`src/rtl/tvp_pkg.sv`:
```
// ----------------------------------------------------------------------------
// tvp_pkg
// Shared widths, register indexes, region codes and the config bundle of the
// trapezoid velocity profile core.
// ----------------------------------------------------------------------------
package tvp_pkg;

    // field widths
    localparam int LEN_W      = 20;
    localparam int VEL_W      = 16;
    localparam int ACC_W      = 18;
    localparam int DIST_W     = 21;
    localparam int REGION_W   = 2;
    localparam int CFG_IDX_W  = 3;
    localparam int CFG_DATA_W = 20;

    // internal widths
    localparam int SUM_W   = ACC_W + 1;          // acc + dec
    localparam int QUO_W   = 32;                 // saturated quotient / root argument
    localparam int REM_W   = SUM_W + QUO_W;      // divider remainder
    localparam int ROOT_W  = QUO_W / 2;          // root width, one stage per bit
    localparam int PROD_W  = ACC_W + LEN_W + 1;  // 2*rate*distance
    localparam int ARG_W   = PROD_W + 1;         // square + 2*rate*distance

    // distance delay until the cruise values are settled
    localparam int DLY_STAGES = 56;

    // register indexes
    typedef enum logic [CFG_IDX_W-1:0] {
        CFG_PATH_LENGTH      = 3'd0,
        CFG_MAX_VELOCITY     = 3'd1,
        CFG_MAX_ACCELERATION = 3'd2,
        CFG_MAX_DECELERATION = 3'd3,
        CFG_START_VELOCITY   = 3'd4,
        CFG_END_VELOCITY     = 3'd5
    } t_cfg_idx;

    // profile regions
    typedef enum logic [REGION_W-1:0] {
        REGION_ACCEL  = 2'd0,
        REGION_CRUISE = 2'd1,
        REGION_DECEL  = 2'd2
    } t_region;

    // configuration bundle, rates already forced nonzero
    typedef struct packed {
        logic [LEN_W-1:0] len;
        logic [VEL_W-1:0] vmax;
        logic [ACC_W-1:0] acc;
        logic [ACC_W-1:0] dec;
        logic [VEL_W-1:0] v0;
        logic [VEL_W-1:0] ve;
    } t_cfg;

endpackage

```
`src/rtl/tvp_sqrt.sv`:
```
// ----------------------------------------------------------------------------
// tvp_sqrt
// Pipelined integer square root, one result bit per stage, with a valid bit
// and a side payload that travel alongside.
// ----------------------------------------------------------------------------
module tvp_sqrt
    import tvp_pkg::*;
#(
    parameter int PAY_W = 1
) (
    input  logic              i_clk,
    input  logic              i_rst_n,
    input  logic              i_vld,
    input  logic [QUO_W-1:0]  i_arg,
    input  logic [PAY_W-1:0]  i_pay,
    output logic              o_vld,
    output logic [ROOT_W-1:0] o_root,
    output logic [PAY_W-1:0]  o_pay
);

    logic [QUO_W-1:0]  r_x   [ROOT_W];
    logic [QUO_W-1:0]  r_r   [ROOT_W];
    logic [PAY_W-1:0]  r_pay [ROOT_W];
    logic [ROOT_W-1:0] r_vld;

    genvar gk;
    generate
        for (gk = 0; gk < ROOT_W; gk++) begin : g_stage
            localparam logic [QUO_W-1:0] BIT = QUO_W'(1) << (QUO_W - 2 - 2 * gk);
            logic [QUO_W-1:0] x_in;
            logic [QUO_W-1:0] r_in;
            logic [PAY_W-1:0] pay_in;
            logic             vld_in;
            logic [QUO_W-1:0] n_x;
            logic [QUO_W-1:0] n_r;

            // stage input
            if (gk == 0) begin : g_first
                assign x_in   = i_arg;
                assign r_in   = '0;
                assign pay_in = i_pay;
                assign vld_in = i_vld;
            end else begin : g_next
                assign x_in   = r_x[gk-1];
                assign r_in   = r_r[gk-1];
                assign pay_in = r_pay[gk-1];
                assign vld_in = r_vld[gk-1];
            end

            // one trial subtract
            always_comb begin
                if (x_in >= r_in + BIT) begin
                    n_x = x_in - (r_in + BIT);
                    n_r = (r_in >> 1) + BIT;
                end else begin
                    n_x = x_in;
                    n_r = r_in >> 1;
                end
            end

            always_ff @(posedge i_clk) begin
                if (!i_rst_n) begin
                    r_vld[gk] <= 1'b0;
                end else begin
                    r_vld[gk] <= vld_in;
                end
            end

            always_ff @(posedge i_clk) begin
                r_x[gk]   <= n_x;
                r_r[gk]   <= n_r;
                r_pay[gk] <= pay_in;
            end
        end
    endgenerate

    assign o_vld  = r_vld[ROOT_W-1];
    assign o_root = r_r[ROOT_W-1][ROOT_W-1:0];
    assign o_pay  = r_pay[ROOT_W-1];

endmodule

```
`config.mk`:
```
export PLATFORM = sky130hd
export DESIGN_NAME = tvp_sqrt
export DESIGN_NICKNAME = d
export VERILOG_FILES = /design/src/rtl/tvp_pkg.sv /design/src/rtl/tvp_sqrt.sv
export SDC_FILE = /design/constraint.sdc
export NUM_CORES = 1
export LEC_CHECK = 0
export ABC_AREA = 1
export BUFFER_PORTS_ARGS = -buffer_cell sky130_fd_sc_hd__buf_2
export CORE_MARGIN = 2
export CORE_UTILIZATION = 50
export DETAILED_ROUTE_END_ITERATION = 7
export PLACE_DENSITY_LB_ADDON = 0.08
export REMOVE_ABC_BUFFERS = 1
export SETUP_SLACK_MARGIN = 0.3
export SLEW_MARGIN = 15
export SYNTH_ARGS = -nofsm -noshare
export SYNTH_HDL_FRONTEND = slang
export SYNTH_SLANG_ARGS = --single-unit
```
`constraint.sdc`:
```
create_clock -name i_clk -period 1.58 [get_ports i_clk]
set_input_delay 0.158 -clock i_clk [delete_from_list [all_inputs] [get_ports i_clk]]
set_output_delay 0.158 -clock i_clk [all_outputs]
set_load 0.005 [all_outputs]
```
## Word-level counts from Yosys, hierarchy flattened

Memories as Yosys holds them, arrays and structs flattened.
Cells that the tools add are included.

| word-level totals | value |
|---|---|
| output and inout port bits | 18 |
| flip-flop bits (word level) | 16 |
| bits in read-only memories | 0 |
| input port bits | 36 |
| memory bits (writable) | 1,040 |
| logic and storage cells | 113 |
| latch bits | 0 |
| memories kept | 3 |

| operators by class | value |
|---|---|
| muxes and demuxes | 32 |
| magnitude comparators | 16 |
| $mul | 0 |
| reductions and logical operators | 0 |
| bitwise logic cells | 0 |
| shifts and indexed selects | 0 |
| add/subtract/negate cells | 46 |
| equality and inequality tests | 0 |
| div/mod/pow operators | 0 |

Memories:

| name | depth | bits a word | read ports | clocked after Yosys merged registers in | wr ports | RTL line | text |
|---|---|---|---|---|---|---|---|
| r_r | 16 | 32 | 16 | 0 | 16 | tvp_sqrt.sv:22 | `logic [QUO_W-1:0] r_r [ROOT_W];` |
| r_x | 16 | 32 | 15 | 0 | 16 | tvp_sqrt.sv:21 | `logic [QUO_W-1:0] r_x [ROOT_W];` |
| r_pay | 16 | 1 | 16 | 0 | 16 | tvp_sqrt.sv:23 | `logic [PAY_W-1:0] r_pay [ROOT_W];` |

Operators by type and width:

| cell | number |
|---|---|
| $mux W32 | 31 |
| $ge A32 B32 Y1 | 15 |
| $sub A32 B32 Y32 | 15 |
| $add A31 B1 Y32 const B | 1 |
| $add A31 B11 Y32 const B | 1 |
| $add A31 B13 Y32 const B | 1 |
| $add A31 B15 Y32 const B | 1 |
| $add A31 B17 Y32 const B | 1 |
| $add A31 B19 Y32 const B | 1 |
| $add A31 B21 Y32 const B | 1 |
| $add A31 B23 Y32 const B | 1 |
| $add A31 B25 Y32 const B | 1 |
| $add A31 B27 Y32 const B | 1 |
| $add A31 B29 Y32 const B | 1 |
| $add A31 B3 Y32 const B | 1 |
| $add A31 B5 Y32 const B | 1 |
| $add A31 B7 Y32 const B | 1 |
| $add A31 B9 Y32 const B | 1 |
| $add A32 B1 Y32 const B | 1 |
| $add A32 B11 Y32 const B | 1 |
| $add A32 B13 Y32 const B | 1 |
| $add A32 B15 Y32 const B | 1 |
| $add A32 B17 Y32 const B | 1 |
| $add A32 B19 Y32 const B | 1 |
| other kinds (12) | 12 |

## Depth between registers and ports, before layout

An unclocked memory read counts as a cell.

| logic depth | value |
|---|---|
| depth after elaboration | 4 |
| gate-level depth with buffers | 14 |
| depth with buffers taken out | 14 |

## Least setup slack after synthesis

Ideal clock, no wire load.

| timing | value |
|---|---|
| path type | register to register |
| start point | memory r_r[12][15], in the netlist r_r[1][143] |
| end point | memory r_x[13][14], in the netlist r_x[1][174] |
| arrival | 1.601 ns |
| data required time | 1.455 ns |
| buffers on the path | 1 |
| library setup time | 0.125 ns |
| period minus slack after synthesis | 1.726 ns |
| stages on the path, launching flop included | 13 |
| path slack | -0.146 ns |
| cell sequence | dfxtp_1 inv_1 ha_1 nand2_1 nor2_1 inv_1 nor2_2 nand3_1 nand3_4 nor2_8 buf_12 nand2_1 o21ai_0 |

RTL lines:

| element | RTL line |
|---|---|
| from (decl) | tvp_sqrt.sv:22 |
| to (decl) | tvp_sqrt.sv:21 |

==> results.txt <==
The tools report the part of the Yosys area used for sequential elements as 0.461. The main combinational cell family by area after synthesis is simple AND/OR/NAND/NOR gates. The floorplan step defined a die boundary enclosing 58,200 um^2. Summed over all layers, the routed wires come to 104,000 um. The first detailed-routing pass took 6 iterations. The tools report the number of instances in the placed design as 5,206. The run gives 0.663 as the relative max-transition margin.

The share of synthesized cell area in full adder, half adder and majority cells was 0.0667. The number of pins exceeding their max-slew limit in the final report is 0, and the detailed-route via count is 29,400. The number of levels the H-tree was split into is 3. The post-synthesis async set-or-reset flop share was 0; the average detailed-routed wire length per instance was 18.7 um. The number of enable-type register cells in the synthesized netlist was 0. At the pin with the least slew margin, the transition time is 0.499 ns.

The initial antenna violation count was 2. The run gives 0.0556 W as the internal cell power. Along the worst path, the maximum fanout reaches 8.

After detailed routing, the number of remaining DRC violations is 0. Summed over all layers, the global routing overflow is 0. The number of DRC markers after the initial detailed-route iteration was 1,962. STA classifies the critical path endpoint as a flop. The hold violation total from the final report was 0. The worst vdd rail ir drop is 1.81 mV. The path class of the tightest hold or removal check is input pin to flop. The share of power burned in combinational logic was 0.545. The clock insertion delay at the later pin of the skew report was 0.64 ns; the minimum clock period after layout was 2.15 ns. For the portion of total power attributed to sequential cells, the log shows 0.264. Setup repair after global routing could not meet its margin everywhere.

The tools report the max-cap violation count as 0. The floorplan die height works out to 241 um. Yosys mapped the design onto 49 distinct sky130hd cell types. The horizontal die dimension works out to 241 um.

In this run the clock root is driven by a sky130_fd_sc_hd__clkbuf_16. In this run the power spent charging and discharging nets is 0.0372 W. The final layout contains 4,970 nets. Leaving out fill and tap cells, the most frequent cell in the layout is sky130_fd_sc_hd__buf_4. STA classifies the critical path startpoint as a flop.

No sink is reached through more buffers than the 3 on the longest clock path. Summing all non-filler instances in the final layout gives an area of 45,500 um^2. The simple-gate portion of the synthesized area is 0.286. STA puts the critical path data required time at 2.10 ns. The synthesized netlist occupies a cell area of 28,100 um^2. The run gives 2.67 ns as the data arrival time at the worst-slack endpoint. For the standard cell core area, the log shows 55,300 um^2. The highest clock frequency the design can meet was 0.466 GHz. The tools report the number of placement rows as 86. The worst path setup slack after routing is -0.568 ns, and the sink count of the clock tree is 648.

Summing all placed instances gives a cell area of 34,400 um^2. The run gives 0.191 as the clock share of power. During synthesis, Yosys emitted a total of 0 warnings. The all-layer global routing usage came out at 0.312. Power per unit of standard cell area: 2040 nW/um^2. The flip-flop and latch count after synthesis works out to 648. The count of boundary I/O pins came out at 54. After synthesis, the mean cell area works out to 7.54 um^2. The critical path is of the flop to flop type.

The share of total power consumed by net switching was 0.401; the count of nets left with antenna violations after detail routing was 0. After clock tree synthesis, the clock-pin slew on the worst setup and hold paths is 0.07 ns. The analysis attributes to cell leakage a power of 22.0 nW. Count of non-filler cells in the finished layout: 5,589.

The final clock period utilization by the worst path is 1.36. The mux contribution to synthesized area is 0, and the via count of the first global-routing pass is 28,300. Dividing the detail-routed via count by the number of cells gives 5.27.

Port buffering added 53 buffers. Setup violations remaining at the end of the flow were counted as 237. The checks that failed: negative setup slack.

Entering global routing, the biggest net connects 17 pins. The run finished, with violations left. The fraction of the mapped netlist area in compound gates is 0.0642.

Relative to the synthesized area, the layout overhead comes to 61.6%. TritonCTS built the clock tree. The initial cell density of the core is 0.509. The library cells used most frequently in the layout, excluding fill and tap cells, are sky130_fd_sc_hd__buf_4 (769), sky130_fd_sc_hd__nand2_1 (692), sky130_fd_sc_hd__dfxtp_1 (484). The placed wire-length estimate is 59,800 um. The xor and xnor area share after synthesis works out to 0.0330. The completed layout was analyzed and its total power is 0.0929 W. Between clock sinks in the finished design, the worst skew comes to 0.0305 ns.

Layout cell share with drive strength beyond 1: 0.492. The most instantiated flip-flop cell in the synthesis netlist was sky130_fd_sc_hd__dfxtp_1. The logs give 3,732 for the cell count after synthesis and 143,000 um for the global-route wire length before repair. The tools report the number of buffers added by the clock tree synthesis step as 69. The run gives 0.937 as the placer congestion estimate.
-- power groups by stage --
stage          Sequential, W  Combinational [W]  Clock [W]
5_1_grt               0.0248             0.0538     0.0185
6_report              0.0245             0.0506     0.0177
4_1_cts               0.0241             0.0416     0.0177
3_5_place_dp          0.0236             0.0321          0
2_1_floorplan         0.0225             0.0177          0
3_3_place_gp          0.0235             0.0319          0
-- cell type report --
| class | instances | area (um^2) |
|---|---|---|
| multi-input cells | 2459 | 18000 |
| flip-flops and latches | 648 | 13200 |
| fillers | 3130 | 9840 |
| repair buffers | 996 | 8300 |
| inverters | 601 | 2370 |
| clock buffers | 94 | 1910 |
| well taps | 748 | 936 |
| clock inverters | 32 | 591 |
| repair inverters | 9 | 120 |
| diodes | 2 | 5.00 |
-- metrics by stage --
step / util / setup TNS, ns / hold WS, ns / setup WS [ns]
final: 0.822 / -64.13 / 0.177 / -0.568
after detailed placement: 0.622 / -91.24 / 0.263 / -0.852
after global routing: 0.822 / -76.84 / 0.157 / -0.608
after CTS: 0.772 / -39.03 / 0.144 / -0.422
after floorplan: - / -45.13 / 0.186 / -0.705
after global placement: 0.622 / -89.11 / 0.261 / -0.825
-- flip-flops by register name (all words and copies together) (netlist names) --
register and cells:
g_stage.vld_in 15, o_vld 1, r_pay 16, r_r 136
r_x 480
-- layer usage --
layer / vias to the layer above / track usage / wire [um]
li1: 13800 / - / -
met5: - / 0 / 0
met2: 1260 / 0.568 / 52500
met3: 508 / 0.0450 / 5990
met1: 13800 / 0.358 / 39100
met4: 0 / 0.148 / 6880
-- repair_timing --
| item | 4_1_cts | 5_1_grt |
|---|---|---|
| gates cloned | 21 | 2 |
| resized for setup | 1094 | 615 |
| hold buffers | 36 | 0 |
| endpoints found under the hold margin | 50 | 0 |
| pin swaps | 326 | 326 |
| setup buffers | 124 | 72 |
| endpoints found under the setup margin | 254 | 256 |
-- cell usage after synthesis (18+ instances only) --
cell type / number / share of area
sky130_fd_sc_hd__a21oi_2: 26 / 0.0081
sky130_fd_sc_hd__o21ai_1: 23 / 0.0041
sky130_fd_sc_hd__or2_2: 18 / 0.0040
sky130_fd_sc_hd__ha_1: 150 / 0.067
sky130_fd_sc_hd__nand3_1: 222 / 0.040
sky130_fd_sc_hd__a21oi_1: 125 / 0.022
sky130_fd_sc_hd__dfxtp_1: 648 / 0.46
sky130_fd_sc_hd__nand2_1: 1090 / 0.15
sky130_fd_sc_hd__nand4_1: 69 / 0.015
sky130_fd_sc_hd__nand3b_1: 22 / 0.0059
sky130_fd_sc_hd__inv_1: 590 / 0.079
sky130_fd_sc_hd__nor3_1: 45 / 0.0080
sky130_fd_sc_hd__nor4_1: 26 / 0.0058
sky130_fd_sc_hd__xor2_1: 49 / 0.015
sky130_fd_sc_hd__xnor2_1: 57 / 0.018
sky130_fd_sc_hd__nor2_1: 355 / 0.047
sky130_fd_sc_hd__o21ai_0: 77 / 0.014
sky130_fd_sc_hd__o21ai_2: 27 / 0.0084
-- path summary, 6_finish.rpt --
path,start,end,slack [ns],depth (start not counted)
hold / removal,i_arg[24],r_x[0][24],0.18,2
setup reg to reg,r_r[1][172],r_x[1][200],-0.57,13
hold reg to reg,r_pay[1][0],r_pay[1][1],0.32,0
setup / recovery,r_r[1][172],r_x[1][200],-0.57,13
-- cells by family (layout without fill, tap and decap cells) --
logic type | count (synthesis) | count (layout)
compound gates | 306 | 306
simple gates | 1895 | 1897
other cells | 0 | 2
xor+xnor | 106 | 106
fa+ha+maj | 150 | 150
buf+inv | 627 | 1732
flops | 648 | 648
-- worst max-delay path, stage by stage (launching register included) --
cell	delay (ns)
sky130_fd_sc_hd__dfxtp_1	0.37
sky130_fd_sc_hd__inv_1	0.13
sky130_fd_sc_hd__ha_4	0.33
sky130_fd_sc_hd__nand2_4	0.07
sky130_fd_sc_hd__nor2_4	0.13
sky130_fd_sc_hd__inv_2	0.07
sky130_fd_sc_hd__nor2_4	0.15
sky130_fd_sc_hd__nand3_2	0.14
sky130_fd_sc_hd__nand3_4	0.11
sky130_fd_sc_hd__nor2_4	0.05
sky130_fd_sc_hd__buf_12	0.15
sky130_fd_sc_hd__buf_12	0.15
sky130_fd_sc_hd__nand2_1	0.12
sky130_fd_sc_hd__o21ai_2	0.08
No activity file was read; power rests on OpenSTA's default activity.
